==> src/hw/rtl/pan_tilt_jog_controller_assert.svh <==
// ----------------------------------------------------------------------------
// Pan/tilt jog controller assertion macros
// Shared wrappers for concurrent checks, clocked on clk, disabled in reset.
// ----------------------------------------------------------------------------
`ifndef PAN_TILT_JOG_CONTROLLER_ASSERT_SVH
`define PAN_TILT_JOG_CONTROLLER_ASSERT_SVH

// same-cycle implication
`define PTJ_ASSERT_IMP(label, ante, cons, msg) \
  label: assert property (@(posedge clk) disable iff (!rst_n) (ante) |-> (cons)) \
    else $error(msg);

// next-cycle implication
`define PTJ_ASSERT_NXT(label, ante, cons, msg) \
  label: assert property (@(posedge clk) disable iff (!rst_n) (ante) |=> (cons)) \
    else $error(msg);

`endif

==> src/hw/rtl/ptj_pkg.sv <==
// ----------------------------------------------------------------------------
// ptj_pkg
// Types, register codes and reset values for the pan/tilt jog controller.
// ----------------------------------------------------------------------------
`timescale 1ns / 1ps
`default_nettype none

package ptj_pkg;

  localparam logic [15:0] TICK_MAX = 16'hFFFF;

  // register reset values
  localparam logic [15:0] DEBOUNCE_RST   = 16'd500;
  localparam logic [7:0]  INTERVAL_RST   = 8'd10;
  localparam logic [7:0]  STEP_RST       = 8'd2;
  localparam logic [7:0]  PAN_START_RST  = 8'd0;
  localparam logic [7:0]  PAN_MAX_RST    = 8'd100;
  localparam logic [7:0]  TILT_START_RST = 8'd0;
  localparam logic [7:0]  TILT_MAX_RST   = 8'd150;

  // register index codes
  typedef enum logic [2:0] {
    REG_DEBOUNCE   = 3'd0,
    REG_INTERVAL   = 3'd1,
    REG_STEP       = 3'd2,
    REG_PAN_START  = 3'd3,
    REG_PAN_MAX    = 3'd4,
    REG_TILT_START = 3'd5,
    REG_TILT_MAX   = 3'd6
  } cfg_idx_t;

  // jog direction
  typedef enum logic [2:0] {
    DIR_STOP  = 3'd0,
    DIR_RIGHT = 3'd1,
    DIR_LEFT  = 3'd2,
    DIR_UP    = 3'd3,
    DIR_DOWN  = 3'd4
  } dir_t;

  // motor drive command
  typedef enum logic [1:0] {
    CMD_STOP       = 2'd0,
    CMD_TURN_LEFT  = 2'd1,
    CMD_TURN_RIGHT = 2'd2
  } cmd_t;

  typedef struct packed {
    logic [15:0] debounce_ticks;
    logic [7:0]  ramp_interval_ticks;
    logic [7:0]  ramp_step;
    logic [7:0]  pan_start_speed;
    logic [7:0]  pan_max_speed;
    logic [7:0]  tilt_start_speed;
    logic [7:0]  tilt_max_speed;
  } ptj_cfg_t;

  typedef struct packed {
    logic right_button;
    logic left_button;
    logic up_button;
    logic down_button;
    logic pan_right_limit;
    logic pan_left_limit;
    logic tilt_up_limit;
    logic tilt_down_limit;
  } ptj_in_t;

  typedef struct packed {
    logic       pan_enable;
    logic [1:0] pan_command;
    logic [7:0] pan_speed;
    logic       tilt_enable;
    logic [1:0] tilt_command;
    logic [7:0] tilt_speed;
    logic [2:0] direction;
    logic [3:0] stop_latches;
  } ptj_out_t;

  // right and down drive with command 1, left and up with command 2
  function automatic cmd_t cmd_of(input logic [1:0] idx);
    return (idx == 2'd0 || idx == 2'd3) ? CMD_TURN_LEFT : CMD_TURN_RIGHT;
  endfunction

endpackage

`default_nettype wire

==> src/hw/rtl/pan_tilt_jog_controller.sv <==
// ----------------------------------------------------------------------------
// pan_tilt_jog_controller
// Joystick jog controller for a pan/tilt head with limit-switch stops.
// ----------------------------------------------------------------------------
// One request is one millisecond tick of buttons and limit events; every tick
// yields one result with the motor drive, speeds, direction and stop latches.
// The block takes one request per clock cycle while in_stall is low. A
// request is captured in an input register, processed by single-pass logic
// against the controller state, and its result lands in an output register.
// A stalled output holds the input register, so in_stall follows out_stall
// only when both registers are full. Configuration writes are taken at any
// time (cfg_ready is always high) but are meant to happen while idle.
`timescale 1ns / 1ps
`default_nettype none
`include "pan_tilt_jog_controller_assert.svh"

module pan_tilt_jog_controller import ptj_pkg::*; (
  input  wire logic        clk,
  input  wire logic        rst_n,
  input  wire logic        in_valid,
  output logic             in_stall,
  input  wire ptj_in_t     in_data,
  output logic             out_valid,
  input  wire logic        out_stall,
  output ptj_out_t         out_data,
  input  wire logic        cfg_valid,
  output logic             cfg_ready,
  input  wire logic [2:0]  cfg_index,
  input  wire logic [15:0] cfg_data
);

  ptj_cfg_t cfg_r;
  ptj_in_t  in_data_r;
  logic     in_valid_r;
  ptj_out_t out_data_r;
  logic     out_valid_r;
  logic     adv;
  logic [3:0] accept;
  ptj_out_t result;

  // configuration registers
  assign cfg_ready = 1'b1;

  always_ff @(posedge clk) begin
    if (!rst_n) begin
      cfg_r.debounce_ticks      <= DEBOUNCE_RST;
      cfg_r.ramp_interval_ticks <= INTERVAL_RST;
      cfg_r.ramp_step           <= STEP_RST;
      cfg_r.pan_start_speed     <= PAN_START_RST;
      cfg_r.pan_max_speed       <= PAN_MAX_RST;
      cfg_r.tilt_start_speed    <= TILT_START_RST;
      cfg_r.tilt_max_speed      <= TILT_MAX_RST;
    end else if (cfg_valid && cfg_ready) begin
      unique case (cfg_idx_t'(cfg_index))
        REG_DEBOUNCE:   cfg_r.debounce_ticks      <= cfg_data;
        REG_INTERVAL:   cfg_r.ramp_interval_ticks <= cfg_data[7:0];
        REG_STEP:       cfg_r.ramp_step           <= cfg_data[7:0];
        REG_PAN_START:  cfg_r.pan_start_speed     <= cfg_data[7:0];
        REG_PAN_MAX:    cfg_r.pan_max_speed       <= cfg_data[7:0];
        REG_TILT_START: cfg_r.tilt_start_speed    <= cfg_data[7:0];
        REG_TILT_MAX:   cfg_r.tilt_max_speed      <= cfg_data[7:0];
        default: ;
      endcase
    end
  end

  // pipeline control: the held request moves when the output slot frees up
  assign adv      = in_valid_r && (!out_valid_r || !out_stall);
  assign in_stall = in_valid_r && !adv;

  // input register
  always_ff @(posedge clk) begin
    if (!rst_n) begin
      in_valid_r <= 1'b0;
    end else if (!in_stall) begin
      in_valid_r <= in_valid;
    end
  end

  always_ff @(posedge clk) begin
    if (!in_stall && in_valid) in_data_r <= in_data;
  end

  ptj_limit u_limit (
    .clk            (clk),
    .rst_n          (rst_n),
    .adv            (adv),
    .lim_evt        ({in_data_r.tilt_down_limit, in_data_r.tilt_up_limit,
                      in_data_r.pan_left_limit, in_data_r.pan_right_limit}),
    .debounce_ticks (cfg_r.debounce_ticks),
    .accept         (accept)
  );

  ptj_core u_core (
    .clk    (clk),
    .rst_n  (rst_n),
    .adv    (adv),
    .cfg    (cfg_r),
    .btn    ({in_data_r.down_button, in_data_r.up_button,
              in_data_r.left_button, in_data_r.right_button}),
    .accept (accept),
    .result (result)
  );

  // result register
  always_ff @(posedge clk) begin
    if (!rst_n) begin
      out_valid_r <= 1'b0;
    end else if (adv) begin
      out_valid_r <= 1'b1;
    end else if (!out_stall) begin
      out_valid_r <= 1'b0;
    end
  end

  always_ff @(posedge clk) begin
    if (adv) out_data_r <= result;
  end

  assign out_valid = out_valid_r;
  assign out_data  = out_data_r;

  // stall only when both stages are full and the output is blocked
  `PTJ_ASSERT_IMP(a_stall_full, in_stall, in_valid_r && out_valid_r && out_stall, "stall without full pipe")
  // a blocked request stays in the input register
  `PTJ_ASSERT_NXT(a_hold_in, in_valid_r && !adv, in_valid_r, "held request dropped")
  // every advance produces a result
  `PTJ_ASSERT_NXT(a_adv_out, adv, out_valid_r, "advance without result")

endmodule

`default_nettype wire

==> src/hw/rtl/ptj_limit.sv <==
// ----------------------------------------------------------------------------
// ptj_limit
// Per-switch debounce counters; flags limit events that pass the holdoff.
// ----------------------------------------------------------------------------
`timescale 1ns / 1ps
`default_nettype none

module ptj_limit import ptj_pkg::*; (
  input  wire logic       clk,
  input  wire logic       rst_n,
  input  wire logic       adv,
  input  wire logic [3:0] lim_evt,
  input  wire logic [15:0] debounce_ticks,
  output logic [3:0]      accept
);

  logic [15:0] ticks_r   [4];
  logic [15:0] ticks_nxt [4];

  // advance each counter (saturating) and test the holdoff
  always_comb begin
    for (int k = 0; k < 4; k++) begin
      logic [15:0] el;
      el = (ticks_r[k] == TICK_MAX) ? TICK_MAX : ticks_r[k] + 16'd1;
      accept[k] = lim_evt[k] && ((el == TICK_MAX) || (el > debounce_ticks));
      ticks_nxt[k] = accept[k] ? 16'd0 : el;
    end
  end

  always_ff @(posedge clk) begin
    if (!rst_n) begin
      for (int k = 0; k < 4; k++) ticks_r[k] <= TICK_MAX;
    end else if (adv) begin
      for (int k = 0; k < 4; k++) ticks_r[k] <= ticks_nxt[k];
    end
  end

endmodule

`default_nettype wire

==> src/hw/rtl/ptj_core.sv <==
// ----------------------------------------------------------------------------
// ptj_core
// Direction state machine, stop latches and speed ramp; one tick per advance.
// ----------------------------------------------------------------------------
`timescale 1ns / 1ps
`default_nettype none
`include "pan_tilt_jog_controller_assert.svh"

module ptj_core import ptj_pkg::*; (
  input  wire logic     clk,
  input  wire logic     rst_n,
  input  wire logic     adv,
  input  wire ptj_cfg_t cfg,
  input  wire logic [3:0] btn,
  input  wire logic [3:0] accept,
  output ptj_out_t      result
);

  dir_t       dir_r,    dir_nxt;
  logic       ramp_r,   ramp_nxt;
  logic [7:0] timer_r,  timer_nxt;
  logic [1:0] ridx_r,   ridx_nxt;
  logic [7:0] pspd_r,   pspd_nxt;
  logic [7:0] tspd_r,   tspd_nxt;
  logic       pen_r,    pen_nxt;
  logic       ten_r,    ten_nxt;
  cmd_t       pcmd_r,   pcmd_nxt;
  cmd_t       tcmd_r,   tcmd_nxt;
  logic [3:0] latch_r,  latch_nxt;

  // state register
  always_ff @(posedge clk) begin
    if (!rst_n) begin
      dir_r   <= DIR_STOP;
      ramp_r  <= 1'b0;
      timer_r <= 8'd0;
      ridx_r  <= 2'd0;
      pspd_r  <= 8'd0;
      tspd_r  <= 8'd0;
      pen_r   <= 1'b0;
      ten_r   <= 1'b0;
      pcmd_r  <= CMD_STOP;
      tcmd_r  <= CMD_STOP;
      latch_r <= 4'd0;
    end else if (adv) begin
      dir_r   <= dir_nxt;
      ramp_r  <= ramp_nxt;
      timer_r <= timer_nxt;
      ridx_r  <= ridx_nxt;
      pspd_r  <= pspd_nxt;
      tspd_r  <= tspd_nxt;
      pen_r   <= pen_nxt;
      ten_r   <= ten_nxt;
      pcmd_r  <= pcmd_nxt;
      tcmd_r  <= tcmd_nxt;
      latch_r <= latch_nxt;
    end
  end

  // next state: limit events, then ramp or selection, then latch check
  always_comb begin
    logic [2:0] d3;
    logic [1:0] hit;
    logic [1:0] sel;
    logic       started;
    logic       apply;
    logic [7:0] apply_s;
    logic [8:0] next_s;
    logic [7:0] mx;
    logic [7:0] st;
    logic [7:0] ival;

    dir_nxt   = dir_r;
    ramp_nxt  = ramp_r;
    timer_nxt = timer_r;
    ridx_nxt  = ridx_r;
    pspd_nxt  = pspd_r;
    tspd_nxt  = tspd_r;
    pen_nxt   = pen_r;
    ten_nxt   = ten_r;
    pcmd_nxt  = pcmd_r;
    tcmd_nxt  = tcmd_r;
    latch_nxt = latch_r;
    started   = 1'b0;
    sel       = 2'd0;
    apply     = 1'b0;
    apply_s   = 8'd0;
    next_s    = 9'd0;
    mx        = 8'd0;
    st        = 8'd0;
    ival      = (cfg.ramp_interval_ticks == 8'd0) ? 8'd1 : cfg.ramp_interval_ticks;

    // limit event: only the switch matching the current direction can latch
    d3  = dir_r;
    hit = d3[1:0] - 2'd1;
    if (dir_r != DIR_STOP && accept[hit] && !latch_r[hit]) begin
      latch_nxt[hit] = 1'b1;
      if (hit[1]) latch_nxt[hit ^ 2'd1] = 1'b0;
      dir_nxt = DIR_STOP;
    end

    if (ramp_r) begin
      // ramp step when the interval timer runs out
      timer_nxt = timer_r - 8'd1;
      if (timer_nxt == 8'd0) begin
        next_s = (ridx_r[1] ? {1'b0, tspd_r} : {1'b0, pspd_r}) + {1'b0, cfg.ramp_step};
        mx     = ridx_r[1] ? cfg.tilt_max_speed : cfg.pan_max_speed;
        if (next_s >= {1'b0, mx}) begin
          ramp_nxt = 1'b0;
        end else begin
          apply   = 1'b1;
          apply_s = next_s[7:0];
        end
      end
    end else begin
      // direction selection, priority right, left, up, down
      for (int k = 0; k < 4; k++) begin
        if (!started && btn[k] && dir_nxt != dir_t'(3'(k + 1)) && !latch_nxt[k]) begin
          started = 1'b1;
          sel     = k[1:0];
        end
      end
      if (started) begin
        latch_nxt[sel ^ 2'd1] = 1'b0;
        dir_nxt  = dir_t'({1'b0, sel} + 3'd1);
        ridx_nxt = sel;
        if (!sel[1]) begin
          pen_nxt = 1'b1;
          st = cfg.pan_start_speed;
          mx = cfg.pan_max_speed;
        end else begin
          ten_nxt = 1'b1;
          st = cfg.tilt_start_speed;
          mx = cfg.tilt_max_speed;
        end
        if (st < mx) begin
          ramp_nxt = 1'b1;
          apply    = 1'b1;
          apply_s  = st;
        end
      end else if (dir_nxt != DIR_STOP && btn == 4'd0) begin
        // all buttons released
        dir_nxt  = DIR_STOP;
        pen_nxt  = 1'b0;
        pcmd_nxt = CMD_STOP;
        pspd_nxt = 8'd0;
        ten_nxt  = 1'b0;
        tcmd_nxt = CMD_STOP;
        tspd_nxt = 8'd0;
      end
    end

    // apply a ramp speed; a released button or set latch ends the ramp
    if (apply) begin
      if (!ridx_nxt[1]) begin
        pcmd_nxt = cmd_of(ridx_nxt);
        pspd_nxt = apply_s;
      end else begin
        tcmd_nxt = cmd_of(ridx_nxt);
        tspd_nxt = apply_s;
      end
      if (!btn[ridx_nxt] || latch_nxt[ridx_nxt]) begin
        ramp_nxt = 1'b0;
        if (!ridx_nxt[1]) begin
          pen_nxt  = 1'b0;
          pcmd_nxt = CMD_STOP;
          pspd_nxt = 8'd0;
        end else begin
          ten_nxt  = 1'b0;
          tcmd_nxt = CMD_STOP;
          tspd_nxt = 8'd0;
        end
      end else begin
        timer_nxt = ival;
      end
    end

    // latch check outside a ramp
    if (!ramp_nxt && latch_nxt != 4'd0) begin
      dir_nxt  = DIR_STOP;
      pen_nxt  = 1'b0;
      pcmd_nxt = CMD_STOP;
      pspd_nxt = 8'd0;
      ten_nxt  = 1'b0;
      tcmd_nxt = CMD_STOP;
      tspd_nxt = 8'd0;
    end
  end

  // result is the state after this tick
  always_comb begin
    result.pan_enable   = pen_nxt;
    result.pan_command  = pcmd_nxt;
    result.pan_speed    = pspd_nxt;
    result.tilt_enable  = ten_nxt;
    result.tilt_command = tcmd_nxt;
    result.tilt_speed   = tspd_nxt;
    result.direction    = dir_nxt;
    result.stop_latches = latch_nxt;
  end

  // a running ramp always has its motor enabled and a live timer
  `PTJ_ASSERT_IMP(a_ramp_motor_en, ramp_r, (ridx_r[1] ? ten_r : pen_r), "ramp motor disabled")
  `PTJ_ASSERT_IMP(a_ramp_timer, ramp_r, timer_r != 8'd0, "ramp timer zero while active")
  // up and down latches are mutually exclusive
  `PTJ_ASSERT_IMP(a_tilt_latch, 1'b1, !(latch_r[2] && latch_r[3]), "both tilt latches set")

endmodule

`default_nettype wire

==> config.mk <==
export PLATFORM = sky130hd
export DESIGN_NAME = pan_tilt_jog_controller
export DESIGN_NICKNAME = d
export VERILOG_FILES = /design/src/hw/rtl/ptj_pkg.sv /design/src/hw/rtl/pan_tilt_jog_controller.sv /design/src/hw/rtl/ptj_limit.sv /design/src/hw/rtl/ptj_core.sv
export VERILOG_INCLUDE_DIRS = /design/src /design/src/hw/rtl
export SDC_FILE = /design/constraint.sdc
export NUM_CORES = 1
export LEC_CHECK = 0
export BUFFER_PORTS_ARGS = -buffer_cell sky130_fd_sc_hd__buf_2
export CAP_MARGIN = 25
export CELL_PAD_IN_SITES_DETAIL_PLACEMENT = 1
export CELL_PAD_IN_SITES_GLOBAL_PLACEMENT = 1
export CORE_MARGIN = 5
export CORE_UTILIZATION = 40
export CTS_CLUSTER_SIZE = 16
export DETAILED_ROUTE_END_ITERATION = 10
export PLACE_DENSITY_LB_ADDON = 0.12
export RECOVER_POWER = 100
export SLEW_MARGIN = 30
export SYNTH_ARGS = -nofsm -noshare
export SYNTH_HDL_FRONTEND = slang
export SYNTH_SLANG_ARGS = --single-unit
==> constraint.sdc <==
create_clock -name clk -period 11.6 [get_ports clk]
set_input_delay 1.16 -clock clk [delete_from_list [all_inputs] [get_ports clk]]
set_output_delay 1.16 -clock clk [all_outputs]
set_load 0.02 [all_outputs]
# Yosys cells after proc, flatten, opt, wreduce, memory -nomap -nowiden
# Memories as Yosys holds them, arrays and structs flattened.
# Cells that the tools add are included.
# word_totals
input_bits,32
romBits,0
mem_bits_rw,64
n_memories,1
regBits,143
latch_bits,0
# classes
shift,0
n_addsub,8
eq_ne,20
reduce_logical,61
n_div,0
n_mux,130
bitwise_logic,11
n_lt_le_gt_ge,13
n_mul,0
# mem_list
name,depth,width,rd,rd_clocked_by_memory_dff,wr,line,source
u_limit.ticks_r,4,16,4,0,4,ptj_limit.sv:17,logic [15:0] ticks_r [4];
# op_table
cell,count
$mux W8,33
$mux W16,12
$eq A16 B16 Y1 const B,8
$add A16 B1 Y16 const B,4
$gt A16 B16 Y1,4
$mux W1,47
$mux W2,22
$logic_and A1 B1 Y1,25
$logic_not A8 Y1,2
$mux W4,4
$mux W3,5
$logic_not A1 Y1,14
$reduce_and A2 Y1,7
$lt A2 B3 Y1 const B,4
$add A9 B8 Y9,1
$eq A3 B3 Y1 const B,3
$ge A9 B8 Y1,1
$and A4 B4 Y4,2
$bmux W1 S2,4
$lt A8 B8 Y1,1
$not A4 Y4,2
$sub A8 B1 Y8 const B,1
$logic_or A1 B1 Y1,7
$demux W1 S2,3
other kinds (18),27

# Logic depth before layout (Yosys ltp)
# An unclocked memory read counts as a cell.
# logic_depth
ltp_word,51
ltp_mapped,33

# Hierarchy
# A second synthesis with hierarchy kept.
# unflattened
hier_cells,1491
area_unflattened_um2,13618.1
# by_module_without_submodules
mod,area_each_um2,n_inst,cells_each
ptj_limit,5906.9,1,680
ptj_core,4036.4,1,523
pan_tilt_jog_controller,3674.8,1,288

# Worst setup path before layout
# No wires, ideal clock.
# synth_path
path_kind,flip-flop to flip-flop
from,mem u_limit.ticks_r[1][0]
to,reg u_core.tcmd_r[0]
t_required_ps,11540
path_stages_with_launch,29
arrival_ps,6980
period_less_slack_ps,7040
setup_ps,60
slack_ps,4560
cell_sequence,edfxtp_1 -> ha_1 -> nand4_4 -> nor4_1 -> mux2_2 -> ha_1 -> a21oi_1 -> nand2_1 -> a221o_1 -> o31a_1 -> a41o_1 -> o32a_1 -> and3_1 -> buf_6 -> o311ai_4 -> o211ai_2 -> clkbuf_1 -> mux2i_1 -> ha_1 -> a21o_1 -> a21oi_1 -> o22ai_1 -> nor2_1 -> nand2_1 -> or2_1 -> and2_1 -> o31a_1 -> o41ai_4 -> a22o_1
# synth_lines
item,line,source
"start, declared",ptj_limit.sv:17,
"end signal, assigned",ptj_core.sv:55,tcmd_r <= tcmd_nxt;
"end, declared",ptj_core.sv:28,"cmd_t tcmd_r, tcmd_nxt;"

==> summary.md <==
| Metric | Value |
|---|---|
| M1 GR Usage | 27.5% |
| DP HPWL | 30200 um |
| Top_reg_cell synth | dfxtp_1 |
| Detailed-route wire length | 40800 um |
| Top-area cell type share of the netlist area | 23.2% |
| Logic pwr share | 21.6% |
| #FFs+latches synth | 207 |
| Cts hold-fix bufs | 0 |
| Worst slack at placement | 2990 ps |
| Post-synthesis mux area share | 4.22% |
| Power Total | 2020 uW |
| Cell taking the most area after synthesis | edfxtp_1 |
| P_sw | 636 uW |
| Initial antenna violation count | 0 |
| Slew Viols, Final | 210 |
| Synthesized instance count | 1474 |
| Post-DRT Antenna Nets | 0 |
| Synth area leaders | edfxtp_1 (23%), dfxtp_1 (16%), ha_1 (9.6%), nand2_1 (7.1%), a21oi_1 (4.5%) |
| CTS sink cnt | 207 |
| Largest family of logic cells by synthesized area | simple AND/OR/NAND/NOR gates |
| Critical path's top delay family | simple AND/OR/NAND/NOR gates |
| Filler cells | 3818 |
| Highest clock rate | 104 MHz |
| Worst-case clock skew | 17.0 ps |
| P_leak | 0.00559 uW |
| Area grow syn2layout | 10.6% |
| EDFF count, synth | 101 |
| Adder-cell share of the synthesized area | 9.71% |
| Starting Density | 40.3% |
| Critical Path RT | 12070 ps |
| Vias/cell | 5.68 |
| Crit path top cell by count | ha_1 |
| H-tree Lvls | 1 |
| Die X | 191 um |
| CP Class | reg2reg |
| Worst slew margin | -178% |
| Vias in the first global route | 11500 |
| 1st-iter DRT viols | 578 |
| WP buf/inv | 1 |
| GRT Util Overall | 22.1% |
| First-pass GRT wire length | 64400 um |
| GRT Residual Overflow | 0 |
| Yosys cell types | 93 |
| Layout cells sized above 1 | 7.81% |
| Fin crit share | 82.6% |
| Die height | 191 um |
| Worst Hold Class | reg2reg |
| Post-layout min period | 9580 ps |
| Crit path largest cell delay | 1480 ps |
| Failing checks | capacitance limit, slew limit |
| Setup TNS | 0 ps |
| Bufs on Longest Clock Path | 3 |
| Maximum Capacitance Violations | 5 |
| Pin count of the biggest net entering global routing | 69 |
| Status | finished, violations left |
| Post-Layout Cell Count | 1978 |
| Wire length per cell | 20.6 um |
| Sw Share | 31.5% |
| Seq/Total Area, Yosys | 39.4% |
| GP Congestion | 0.882 |
| DR pass1 iterations | 5 |
| GR met3 Demand/Resource | 2.23% |
| Sequential Power Share | 41.3% |
| Hold Violations, Final | 0 |
| Layout Nets | 1651 |
| DRC | 0 |
| Max Fanout on Critical Path | 19 |
| Most numerous cell in the Yosys netlist | nand2_1 |
| Global routing's busiest layer | met2 |
| Clock power frac | 37.2% |
| Cell-internal power | 1380 uW |
| TritonCTS clock tree | built |
| Setup Viol. Count Final | 0 |
| Synth warnings | 0 |
| Worst Tran Pin Value | 4170 ps |
| Die area | 0.0364 mm2 |
| RSZ-0062 raised after global routing | no |
| CP Launch Type | flop |
| CP endpoint kind | flop |
| Setup ws final | 2020 ps |
| Post-CTS resize count | 0 |
| # rows | 66 |
| Post-Synth XOR/XNOR Area | 2.68% |
| Post-Synth Simple-Gate Area | 22.2% |
| ANT cells | 0 |
| Placed instance count | 1934 |
| Most common library cells after synthesis | nand2_1 (247), a21oi_1 (118), dfxtp_1 (106) |
| Core Box Area | 0.0325 mm2 |
| Syn Std Cell Area | 0.0131 mm2 |
| Io pins | 64 |
| Max VDD drop | 0.0931 mV |
| Met2 Usage GRT | 40.6% |
| Num CTS Buffers | 24 |
| # port buffers | 62 |
| Avg Inst Size Synth | 8.88 um2 |
| Clock slew at reported path FFs | 60 ps |
| Post-CTS Setup Inserts | 0 |
| Syn nets | 1607 |
| Fraction of the mapped netlist area in compound gates | 17.9% |
| Slowest-stage cell, CP | o211ai_1 |
| Root Driver | clkbuf_16 |
| Worst-Skew Late Latency | 530 ps |
| PD cells | 140 mW/mm2 |
| Worst EP arrival | 10050 ps |
| Vias post-DR | 11200 |
| Post-synthesis async set-or-reset flop share | 0% |
[final timing paths]
kind	from	endpoint	slack [ps]	depth (start not counted)
min reg2reg	cfg_r[49]	cfg_r[49]	460	2
min	cfg_r[49]	cfg_r[49]	460	2
max	u_limit.ticks_r[0][0]	u_core.tcmd_r[0]	2020	28
max reg2reg	u_limit.ticks_r[0][0]	u_core.tcmd_r[0]	2020	28
[flip-flops by register name, summed over array words and instances, names as in the netlist]
name	cells
cfg_r	64
u_limit.ticks_r	64
out_data	29
in_data_r	8
u_core.pspd_r	8
u_core.timer_r	8
u_core.tspd_r	8
u_core.latch_r	4
u_core.dir_r	3
u_core.pcmd_r	2
u_core.ridx_r	2
u_core.tcmd_r	2
in_valid_r	1
out_valid	1
u_core.pen_r	1
u_core.ramp_r	1
u_core.ten_r	1
[power groups by stage]
stage               Clock (uW)  Sequential [uW]  Combinational [uW]
floorplan                    0              844                 311
global placement             0              846                 428
detailed placement           0              847                 442
CTS                        769              832                 445
global route               801              837                 485
finish                     751              833                 435
[per-layer routing]
layer  vias to the layer above  share of wire, %
met5                         -                 0
met4                         0               2.7
met3                        66               2.4
met2                       133                51
met1                      5579                44
li1                       5462                 -
[area by class of cell]
class	instances	area, um2	area share [%]
flip-flops and latches	207	5150	35.6
multi-input cells	1138	7400	51.1
repair buffers	71	309	2.14
inverters	76	285	1.97
clock inverters	9	57.6	0.398
clock buffers	35	714	4.94
well taps	442	553	3.82
[tightest hold or removal path: stages, from the launching register on]
cell     delay [ps]
dfxtp_1         310
nand2_1          50
a21oi_1          50
[layout by cell type (no fill, tap or decap), drive strengths merged, types with 20 or more instances in the layout]
| cell | count |
|---|---|
| a21o | 29 |
| xnor2 | 25 |
| buf | 28 |
| ha | 100 |
| inv | 79 |
| nor3 | 23 |
| mux2 | 25 |
| nand2 | 247 |
| clkbuf | 78 |
| a21oi | 120 |
| mux2i | 24 |
| o21ai | 67 |
| and2 | 20 |
| nor2 | 99 |
| a22oi | 21 |
| dfxtp | 106 |
| nand4 | 35 |
| nand3 | 72 |
| edfxtp | 101 |
[metrics by stage]
step | hold WS, ps | cell area, um2 | util (%)
2_1_floorplan | 425 | 13100 | -
3_3_place_gp | 440 | 13800 | 42.6
3_5_place_dp | 449 | 13800 | 42.6
4_1_cts | 457 | 14600 | 45.0
5_1_grt | 480 | 14500 | 44.6
6_report | 456 | 14500 | 44.6
[cell families after synthesis]
logic type                 count (synthesis)
muxes                                     50
and+or+nand+nor                          596
xor gates and xnor gates                  40
DFF                                      207
AOI/OAI and AO/OA                        350
buffers and inverters                    129
adders and majority gates                101
other                                      1
No activity file was read; power rests on OpenSTA's default activity.
